File: config.mk
export PLATFORM = sky130hd
export DESIGN_NAME = modular_matrix_power_count_top
export DESIGN_NICKNAME = d
export VERILOG_FILES = /design/src/sv/mmpc_pkg.sv /design/src/sv/mmpc_ctrl.sv /design/src/sv/mmpc_dp.sv /design/src/sv/modular_matrix_power_count_top.sv
export SDC_FILE = /design/constraint.sdc
export NUM_CORES = 2
export LEC_CHECK = 0
export BUFFER_PORTS_ARGS = -buffer_cell sky130_fd_sc_hd__buf_2
export CORE_ASPECT_RATIO = 1.2
export CORE_MARGIN = 5
export CORE_UTILIZATION = 38
export CTS_BUF_LIST = sky130_fd_sc_hd__clkbuf_4 sky130_fd_sc_hd__clkbuf_8
export DETAILED_ROUTE_END_ITERATION = 16
export GPL_TIMING_DRIVEN = 1
export PLACE_DENSITY_LB_ADDON = 0.08
export SETUP_SLACK_MARGIN = 0.05
export SLEW_MARGIN = 5
export SYNTH_ARGS = -nofsm -noshare
export SYNTH_HDL_FRONTEND = slang
export SYNTH_SLANG_ARGS = --single-unit
File: constraint.sdc
create_clock -name clk -period 7.92 [get_ports clk]
set_input_delay 1.188 -clock clk [delete_from_list [all_inputs] [get_ports clk]]
set_output_delay 1.188 -clock clk [all_outputs]
set_load 0.02 [all_outputs]
File: src/sv/mmpc_pkg.sv
`default_nettype none

package mmpc_pkg;

    localparam int EXP_BITS_DEF = 32;
    localparam int EXP_IN_W     = 32;
    localparam int IN_TDATA_W   = 32;
    localparam int DATA_W       = 14;
    localparam int OUT_TDATA_W  = 16;

    // Sum of three reduced products fits in SUM_W bits
    localparam int SUM_W       = 29;
    localparam int RECIP_SHIFT = 42;
    localparam int RECIP_W     = 29;
    localparam int QM_W        = SUM_W + RECIP_W;
    localparam int Q_W         = 15;
    localparam int REM_W       = DATA_W + 1;
    localparam int IDX_W       = 4;
    localparam int RC_W        = 2;
    localparam int ENTRIES     = 9;

    localparam logic [DATA_W-1:0]  MOD_VAL = DATA_W'(10007);
    localparam logic [RECIP_W-1:0] RECIP   =
        RECIP_W'((64'd1 << RECIP_SHIFT) / 64'd10007);

    localparam logic [IDX_W-1:0] INIT_LAST = IDX_W'(ENTRIES - 1);
    localparam logic [RC_W-1:0]  RC_LAST   = RC_W'(2);

    typedef enum logic [2:0] {
        ST_IDLE,
        ST_INIT,
        ST_BIT,
        ST_MUL,
        ST_SQR,
        ST_FIN_RD,
        ST_FIN_OUT
    } state_t;

    typedef struct packed {
        logic             load_exp;
        logic             shift_exp;
        logic             init_we;
        logic [IDX_W-1:0] init_idx;
        logic             mode_sqr;
        logic             rd_en;
        logic [RC_W-1:0]  idx_i;
        logic [RC_W-1:0]  idx_j;
        logic [RC_W-1:0]  idx_k;
        logic             mac_first;
        logic             mac_add;
        logic             red1;
        logic             red2;
        logic             res_we;
        logic             flip_acc;
        logic             flip_base;
        logic             out_load;
    } cmd_t;

    typedef struct packed {
        logic exp_zero;
        logic exp_lsb;
        logic exp_rest_zero;
        logic out_free;
    } sts_t;

    function automatic logic [DATA_W-1:0] ident_entry(input logic [IDX_W-1:0] idx);
        logic [DATA_W-1:0] v;
        case (idx)
            4'd0, 4'd4, 4'd8: v = DATA_W'(1);
            default:          v = '0;
        endcase
        return v;
    endfunction

    // Transition matrix rows: [2 1 0] [2 2 2] [0 1 2]
    function automatic logic [DATA_W-1:0] trans_entry(input logic [IDX_W-1:0] idx);
        logic [DATA_W-1:0] v;
        case (idx)
            4'd0, 4'd3, 4'd4, 4'd5, 4'd8: v = DATA_W'(2);
            4'd1, 4'd7:                   v = DATA_W'(1);
            default:                      v = '0;
        endcase
        return v;
    endfunction

endpackage

`default_nettype wire

File: src/sv/mmpc_ctrl.sv
`default_nettype none

module mmpc_ctrl (
    input  wire logic            clk,
    input  wire logic            rst_n,
    input  wire logic            in_valid,
    output logic                 in_ready,
    input  wire mmpc_pkg::sts_t  sts,
    output mmpc_pkg::cmd_t       cmd
);

    localparam logic [2:0] PH_LAST_RD = 3'd2;
    localparam logic [2:0] PH_FIRST   = 3'd1;
    localparam logic [2:0] PH_ADD0    = 3'd2;
    localparam logic [2:0] PH_ADD1    = 3'd3;
    localparam logic [2:0] PH_RED1    = 3'd4;
    localparam logic [2:0] PH_RED2    = 3'd5;
    localparam logic [2:0] PH_WRITE   = 3'd6;

    mmpc_pkg::state_t state_reg, state_next;
    logic [2:0]                     phase_reg, phase_next;
    logic [mmpc_pkg::RC_W-1:0]      i_reg, i_next;
    logic [mmpc_pkg::RC_W-1:0]      j_reg, j_next;
    logic [mmpc_pkg::IDX_W-1:0]     idx_reg, idx_next;

    always_ff @(posedge clk or negedge rst_n)
    begin
        if (!rst_n)
        begin
            state_reg <= mmpc_pkg::ST_IDLE;
            phase_reg <= '0;
            i_reg     <= '0;
            j_reg     <= '0;
            idx_reg   <= '0;
        end
        else
        begin
            state_reg <= state_next;
            phase_reg <= phase_next;
            i_reg     <= i_next;
            j_reg     <= j_next;
            idx_reg   <= idx_next;
        end
    end

    always_comb
    begin
        state_next   = state_reg;
        phase_next   = phase_reg;
        i_next       = i_reg;
        j_next       = j_reg;
        idx_next     = idx_reg;
        in_ready     = 1'b0;
        cmd          = '0;
        cmd.init_idx = idx_reg;
        cmd.idx_i    = i_reg;
        cmd.idx_j    = j_reg;
        cmd.idx_k    = phase_reg[mmpc_pkg::RC_W-1:0];
        cmd.mode_sqr = (state_reg == mmpc_pkg::ST_SQR);

        case (state_reg)
            mmpc_pkg::ST_IDLE:
            begin
                in_ready = 1'b1;
                if (in_valid)
                begin
                    cmd.load_exp = 1'b1;
                    idx_next     = '0;
                    state_next   = mmpc_pkg::ST_INIT;
                end
            end

            mmpc_pkg::ST_INIT:
            begin
                // load identity into acc and the transition matrix into base
                cmd.init_we = 1'b1;
                if (idx_reg == mmpc_pkg::INIT_LAST)
                    state_next = mmpc_pkg::ST_BIT;
                else
                    idx_next = idx_reg + 1'b1;
            end

            mmpc_pkg::ST_BIT:
            begin
                phase_next = '0;
                i_next     = '0;
                j_next     = '0;
                if (sts.exp_zero)
                    state_next = mmpc_pkg::ST_FIN_RD;
                else if (sts.exp_lsb)
                    state_next = mmpc_pkg::ST_MUL;
                else
                    state_next = mmpc_pkg::ST_SQR;
            end

            mmpc_pkg::ST_MUL, mmpc_pkg::ST_SQR:
            begin
                cmd.rd_en     = (phase_reg <= PH_LAST_RD);
                cmd.mac_first = (phase_reg == PH_FIRST);
                cmd.mac_add   = (phase_reg == PH_ADD0) || (phase_reg == PH_ADD1);
                cmd.red1      = (phase_reg == PH_RED1);
                cmd.red2      = (phase_reg == PH_RED2);
                if (phase_reg == PH_WRITE)
                begin
                    cmd.res_we = 1'b1;
                    phase_next = '0;
                    if (j_reg == mmpc_pkg::RC_LAST)
                    begin
                        j_next = '0;
                        if (i_reg == mmpc_pkg::RC_LAST)
                        begin
                            i_next = '0;
                            if (state_reg == mmpc_pkg::ST_MUL)
                            begin
                                cmd.flip_acc = 1'b1;
                                // skip the square when no higher bit remains
                                if (sts.exp_rest_zero)
                                    state_next = mmpc_pkg::ST_FIN_RD;
                                else
                                    state_next = mmpc_pkg::ST_SQR;
                            end
                            else
                            begin
                                cmd.flip_base = 1'b1;
                                cmd.shift_exp = 1'b1;
                                state_next    = mmpc_pkg::ST_BIT;
                            end
                        end
                        else
                            i_next = i_reg + 1'b1;
                    end
                    else
                        j_next = j_reg + 1'b1;
                end
                else
                    phase_next = phase_reg + 1'b1;
            end

            mmpc_pkg::ST_FIN_RD:
            begin
                // fetch acc entry (2,2)
                cmd.rd_en    = 1'b1;
                cmd.mode_sqr = 1'b0;
                cmd.idx_i    = mmpc_pkg::RC_LAST;
                cmd.idx_k    = mmpc_pkg::RC_LAST;
                state_next   = mmpc_pkg::ST_FIN_OUT;
            end

            mmpc_pkg::ST_FIN_OUT:
            begin
                if (sts.out_free)
                begin
                    cmd.out_load = 1'b1;
                    state_next   = mmpc_pkg::ST_IDLE;
                end
            end

            default:
            begin
                state_next = mmpc_pkg::ST_IDLE;
            end
        endcase
    end

endmodule

`default_nettype wire

File: src/sv/mmpc_dp.sv
`default_nettype none

module mmpc_dp #(
    parameter int EXP_BITS = mmpc_pkg::EXP_BITS_DEF
) (
    input  wire logic                                clk,
    input  wire logic                                rst_n,
    input  wire logic [mmpc_pkg::EXP_IN_W-1:0]       exponent,
    input  wire mmpc_pkg::cmd_t                      cmd,
    output mmpc_pkg::sts_t                           sts,
    input  wire logic                                out_ready,
    output logic                                     out_valid,
    output logic [mmpc_pkg::DATA_W-1:0]              count_mod
);

    localparam int DW = mmpc_pkg::DATA_W;
    localparam int AW = mmpc_pkg::IDX_W;

    // two banks each: one holds the current matrix, the other takes the product
    logic [DW-1:0] acc_mem  [2][mmpc_pkg::ENTRIES];
    logic [DW-1:0] base_mem [2][mmpc_pkg::ENTRIES];

    logic                          acc_bank_reg, acc_bank_next;
    logic                          base_bank_reg, base_bank_next;
    logic                          out_valid_reg, out_valid_next;
    logic [DW-1:0]                 out_data_reg;
    logic [EXP_BITS-1:0]           exp_reg;
    logic [DW-1:0]                 acc_rd_reg;
    logic [DW-1:0]                 base_rda_reg;
    logic [DW-1:0]                 base_rdb_reg;
    logic [mmpc_pkg::SUM_W-1:0]    sum_reg;
    logic [mmpc_pkg::QM_W-1:0]     qm_reg;
    logic [mmpc_pkg::SUM_W-1:0]    qp_reg;

    logic [AW-1:0]                 x_addr, y_addr, w_addr;
    logic [DW-1:0]                 x_op;
    logic [2*DW-1:0]               prod;
    logic [mmpc_pkg::Q_W-1:0]      q_est;
    logic [mmpc_pkg::SUM_W-1:0]    diff;
    logic [mmpc_pkg::REM_W-1:0]    rem;
    logic [DW-1:0]                 res_val;

    assign x_addr = AW'({2'b00, cmd.idx_i} * 4'd3 + {2'b00, cmd.idx_k});
    assign y_addr = AW'({2'b00, cmd.idx_k} * 4'd3 + {2'b00, cmd.idx_j});
    assign w_addr = AW'({2'b00, cmd.idx_i} * 4'd3 + {2'b00, cmd.idx_j});

    assign x_op = cmd.mode_sqr ? base_rdb_reg : acc_rd_reg;
    assign prod = x_op * base_rda_reg;

    // floor reciprocal leaves the remainder below twice the modulus
    assign q_est   = qm_reg[mmpc_pkg::RECIP_SHIFT +: mmpc_pkg::Q_W];
    assign diff    = sum_reg - qp_reg;
    assign rem     = diff[mmpc_pkg::REM_W-1:0];
    assign res_val = (rem >= {1'b0, mmpc_pkg::MOD_VAL})
                   ? DW'(rem - {1'b0, mmpc_pkg::MOD_VAL}) : rem[DW-1:0];

    always_ff @(posedge clk)
    begin
        if (cmd.init_we)
            acc_mem[acc_bank_reg][cmd.init_idx] <= mmpc_pkg::ident_entry(cmd.init_idx);
        else if (cmd.res_we && !cmd.mode_sqr)
            acc_mem[!acc_bank_reg][w_addr] <= res_val;
        if (cmd.rd_en)
            acc_rd_reg <= acc_mem[acc_bank_reg][x_addr];
    end

    always_ff @(posedge clk)
    begin
        if (cmd.init_we)
            base_mem[base_bank_reg][cmd.init_idx] <= mmpc_pkg::trans_entry(cmd.init_idx);
        else if (cmd.res_we && cmd.mode_sqr)
            base_mem[!base_bank_reg][w_addr] <= res_val;
        if (cmd.rd_en)
        begin
            base_rda_reg <= base_mem[base_bank_reg][y_addr];
            base_rdb_reg <= base_mem[base_bank_reg][x_addr];
        end
    end

    always_ff @(posedge clk)
    begin
        if (cmd.load_exp)
            exp_reg <= EXP_BITS'(exponent);
        else if (cmd.shift_exp)
            exp_reg <= exp_reg >> 1;
        if (cmd.mac_first)
            sum_reg <= mmpc_pkg::SUM_W'(prod);
        else if (cmd.mac_add)
            sum_reg <= sum_reg + mmpc_pkg::SUM_W'(prod);
        if (cmd.red1)
            qm_reg <= sum_reg * mmpc_pkg::RECIP;
        if (cmd.red2)
            qp_reg <= q_est * mmpc_pkg::MOD_VAL;
        if (cmd.out_load)
            out_data_reg <= acc_rd_reg;
    end

    always_comb
    begin
        acc_bank_next  = acc_bank_reg ^ cmd.flip_acc;
        base_bank_next = base_bank_reg ^ cmd.flip_base;
        out_valid_next = out_valid_reg;
        if (out_valid_reg && out_ready)
            out_valid_next = 1'b0;
        if (cmd.out_load)
            out_valid_next = 1'b1;
    end

    always_ff @(posedge clk or negedge rst_n)
    begin
        if (!rst_n)
        begin
            acc_bank_reg  <= 1'b0;
            base_bank_reg <= 1'b0;
            out_valid_reg <= 1'b0;
        end
        else
        begin
            acc_bank_reg  <= acc_bank_next;
            base_bank_reg <= base_bank_next;
            out_valid_reg <= out_valid_next;
        end
    end

    assign sts.exp_zero      = (exp_reg == '0);
    assign sts.exp_lsb       = exp_reg[0];
    assign sts.exp_rest_zero = ((exp_reg >> 1) == '0);
    assign sts.out_free      = !out_valid_reg || out_ready;

    assign out_valid = out_valid_reg;
    assign count_mod = out_data_reg;

endmodule

`default_nettype wire

File: src/sv/modular_matrix_power_count_top.sv
// Raises the fixed 3x3 matrix [2 1 0; 2 2 2; 0 1 2] to the power given on the
// slave stream, modulo 10007, and returns entry (2,2) of the result on the
// master stream: one output word for every input word.
// One exponent is processed at a time; s_axis_tready is high only while the
// block is idle. A finished result waits in an output register, so the next
// exponent is taken while that word is still stalled by m_axis_tready low;
// if that exponent finishes before the word leaves, the input stays blocked.
// Steps: the start matrices are loaded entry by entry, then each exponent bit
// is tested in ST_BIT, and each 3x3 modular matrix product is computed entry
// by entry (9 entries, each read, multiplied and summed, reduced in two steps
// and written) on the one 14x14 multiply-accumulate and the reciprocal
// reduction; acc entry (2,2) is then read out. The next exponent can be taken
// at the first edge at which the result can be taken. The square after the
// top set bit is skipped.
// Reset clears the controller and the output valid; the matrix memories
// are reloaded at the start of every exponent.
`default_nettype none

module modular_matrix_power_count_top #(
    parameter int EXP_BITS = mmpc_pkg::EXP_BITS_DEF
) (
    input  wire logic                                clk,
    input  wire logic                                rst_n,
    input  wire logic                                s_axis_tvalid,
    output logic                                     s_axis_tready,
    // [31:0] exponent
    input  wire logic [mmpc_pkg::IN_TDATA_W-1:0]     s_axis_tdata,
    output logic                                     m_axis_tvalid,
    input  wire logic                                m_axis_tready,
    // [13:0] count_mod, [15:14] zero
    output logic [mmpc_pkg::OUT_TDATA_W-1:0]         m_axis_tdata
);

    mmpc_pkg::cmd_t                  cmd;
    mmpc_pkg::sts_t                  sts;
    logic [mmpc_pkg::DATA_W-1:0]     count_mod;

    mmpc_ctrl u_ctrl (
        .clk      (clk),
        .rst_n    (rst_n),
        .in_valid (s_axis_tvalid),
        .in_ready (s_axis_tready),
        .sts      (sts),
        .cmd      (cmd)
    );

    mmpc_dp #(
        .EXP_BITS (EXP_BITS)
    ) u_dp (
        .clk       (clk),
        .rst_n     (rst_n),
        .exponent  (s_axis_tdata[mmpc_pkg::EXP_IN_W-1:0]),
        .cmd       (cmd),
        .sts       (sts),
        .out_ready (m_axis_tready),
        .out_valid (m_axis_tvalid),
        .count_mod (count_mod)
    );

    assign m_axis_tdata = mmpc_pkg::OUT_TDATA_W'(count_mod);

endmodule

`default_nettype wire
==> results.yml <==
status:
  outcome: "finished clean"
setup_path:
  cp_max_fo: 8
  cp.required_ns: 8.51
  reg2regPathDepth: 33
  critPathKind: "reg2reg"
  slowest_stage: "fa_1"
  cp-end-kind: "flop"
  critical_path.most_common_cell: "fa_1"
  cp.arrival_ns: 8.36
  cp-start-kind: "flop"
  slowest_delay_ns: 0.56
detailed_routing:
  dr.first_iter.drc_count: 2026
  drt-vias-per-instance: 5.101
  firstDrtPassIters: 5
  routed-via-count: 32660
  antenna_left: 0
  drc: 0
  avgRoutedWirePerCell_um: 22.76
  routed_wl_mm: 145.7
floorplanning:
  dieArea_um2: 141400
  core_um2: 133500
  fp-row-count: 147
  start_util: 0.3812
  die_w_um: 344.1
  die_h_um: 410.9
  ios: 54
clock_network:
  clkSlewWorstSetupHoldPaths_ns: 0.07
  clk_latency_ns: 0.83
  cts_sinks: 668
  htreeDepth: 3
  tritoncts: "done"
  cts_made_buffers: 111
  cts_hold_buf: 0
  clockRootBuffer: "clkbuf_8"
  cts_buffer_depth: 3
logic_synthesis:
  synthArstFlopShare: 0.02545
  synth_area_um2: 50900
  ys_seq_area_frac: 0.3922
  synth_edf_count: 650
  synth_flop_cell: "edfxtp_1"
  ys_ff_latch: 668
  syn_area_per_cell_um2: 12.06
  ys_warn_count: 0
  ys_types: 84
  syn_inst: 4221
final_layout:
  layout_commonest_cell: "inv_1"
  fin_nets: 5533
  final_util: 0.4353
  stdcell_count: 6404
  drive_gt1_frac: 0.1872
  layout_common_cells: "726 x inv_1, 650 x edfxtp_1, 511 x ha_1, 431 x fa_1, 284 x nand2_1"
  nFillCells: 12760
  area_growth_syn_to_layout_pct: 14.19
sta:
  fin_crit_ns: 7.772
  worst_slew_pin_slew_ns: 1.246
  final_hold_viol_count: 0
  clock_skew_ns: 0.03810
  setup_viol: 0
  period_share: 0.9813
  drv_slew: 0
  rsz0062_at_grt: "true"
  relSlewSlack: 0.1684
  fmaxAchievable_ghz: 0.1287
  hold_ws_ns: 0.3523
placement:
  gp_congestion: 0.8606
  port_buffers: 51
  dp_hpwl_mm: 108.9
  place_inst: 6177
grt:
  grt_max_degree: 84
  antenna_found_initial: 7
  grt_overflow: 0
  grt_pass1_wl_mm: 219.1
  track_usage: 0.2093
  first_global_vias: 34770
flow_run:
  drv_cap: 0
hold_path:
  holdCritPathClass: "in2async"
-- path summary, 6_finish.rpt --
check / slack [ns] / end / from
hold / removal: 0.35 / u_ctrl.phase_reg[1]$_DFFE_PN0P_ / rst_n
setup reg to reg: 0.15 / u_dp.sum_reg[27]$_DFFE_PP_ / u_ctrl.state_reg[2]$_DFFE_PN0P_
max in group asynchronous: 7.12 / u_dp.base_bank_reg$_DFF_PN0_ / rst_n
setup / recovery: 0.15 / u_dp.sum_reg[27]$_DFFE_PP_ / u_ctrl.state_reg[2]$_DFFE_PN0P_
hold reg to reg: 0.58 / u_dp.exp_reg[22]$_DFFE_PP_ / u_dp.exp_reg[23]$_DFFE_PP_
min in group clk: 0.58 / u_dp.exp_reg[22]$_DFFE_PP_ / u_dp.exp_reg[23]$_DFFE_PP_
-- synth_stat cells, types with 20 or more instances --
library cell / instances / area share
a211oi_1: 22 / 0.0032
a21o_1: 42 / 0.0062
a21oi_1: 160 / 0.016
and2_1: 104 / 0.013
buf_1: 22 / 0.0016
clkbuf_1: 104 / 0.0077
edfxtp_1: 650 / 0.38
fa_1: 436 / 0.17
ha_1: 529 / 0.13
inv_1: 744 / 0.055
mux2_2: 65 / 0.014
mux2i_1: 111 / 0.022
mux4_2: 102 / 0.045
nand2_1: 310 / 0.023
nand2b_1: 20 / 0.0025
nand3_1: 32 / 0.0031
nor2_1: 141 / 0.010
nor2b_1: 26 / 0.0032
nor3_1: 41 / 0.0040
o21a_1: 26 / 0.0038
o21ai_0: 120 / 0.012
o21ai_1: 20 / 0.0020
o22ai_1: 45 / 0.0055
xnor2_1: 79 / 0.014
xor2_1: 33 / 0.0057
-- layout make-up --
type	count	area, um2	share of cell area
tap	1788	2237	0.03849
clock buffer	146	1822	0.03134
sequential	668	19970	0.3436
timing repair buffer	330	2405	0.04138
multi-input combinational	2677	28410	0.4888
inverter	744	2795	0.04809
clock inverter	50	478.0	0.008223
antenna	1	2.502	0.00004305
-- per-stage QoR --
| stage | area [um2] | worst slack (ns) | setup TNS (ns) |
|---|---|---|---|
| after floorplan | 51030 | 0.05319 | 0 |
| after global placement | 55060 | -0.1310 | -0.2835 |
| after detailed placement | 55060 | -0.1497 | -0.4780 |
| after CTS | 57500 | 0.04691 | 0 |
| after global routing | 58120 | -0.1917 | -0.6242 |
| final | 58120 | 0.1485 | 0 |
-- critical path, delay by kind of cell (launching register included) --
family,cells,cell delay [ns]
AOI/OAI and AO/OA,6,1.12
xor gates and xnor gates,2,0.20
adders and majority gates,8,3.25
buffers and inverters,5,0.33
DFF,1,0.41
muxes,1,0.25
and+or+nand+nor,11,1.95
-- logic make-up (layout without fill, tap and decap cells) --
logic type	Yosys count	in the layout	synth area share
mux	278	278	0.08134
fa+ha+maj	965	965	0.3015
compound gates	564	564	0.07028
flops	668	668	0.3922
simple gates	754	754	0.06952
xor+xnor	114	114	0.01991
buf+inv	877	1270	0.06512
other cells	1	3	0.00007368
-- layer usage --
metal | wire, um | vias up | GRT usage | part of all wire
met2 | 69890 | 678 | 0.3474 | 0.48
met4 | 3432 | 0 | 0.05131 | 0.024
li1 | - | 15200 | - | -
met5 | 0 | - | 0 | 0
met1 | 64150 | 16610 | 0.2835 | 0.44
met3 | 8257 | 178 | 0.04187 | 0.057
-- repair_timing --
action | 4_1_cts | 5_1_grt
pin swaps | 13 | 112
setup buffers | 4 | 27
resized for setup | 18 | 114
endpoints found under the setup margin | 5 | 14
endpoints found under the hold margin | 0 | 0
Power is not shown: default switching activity piles up to over one toggle a cycle in this logic, so the estimate is an artifact.
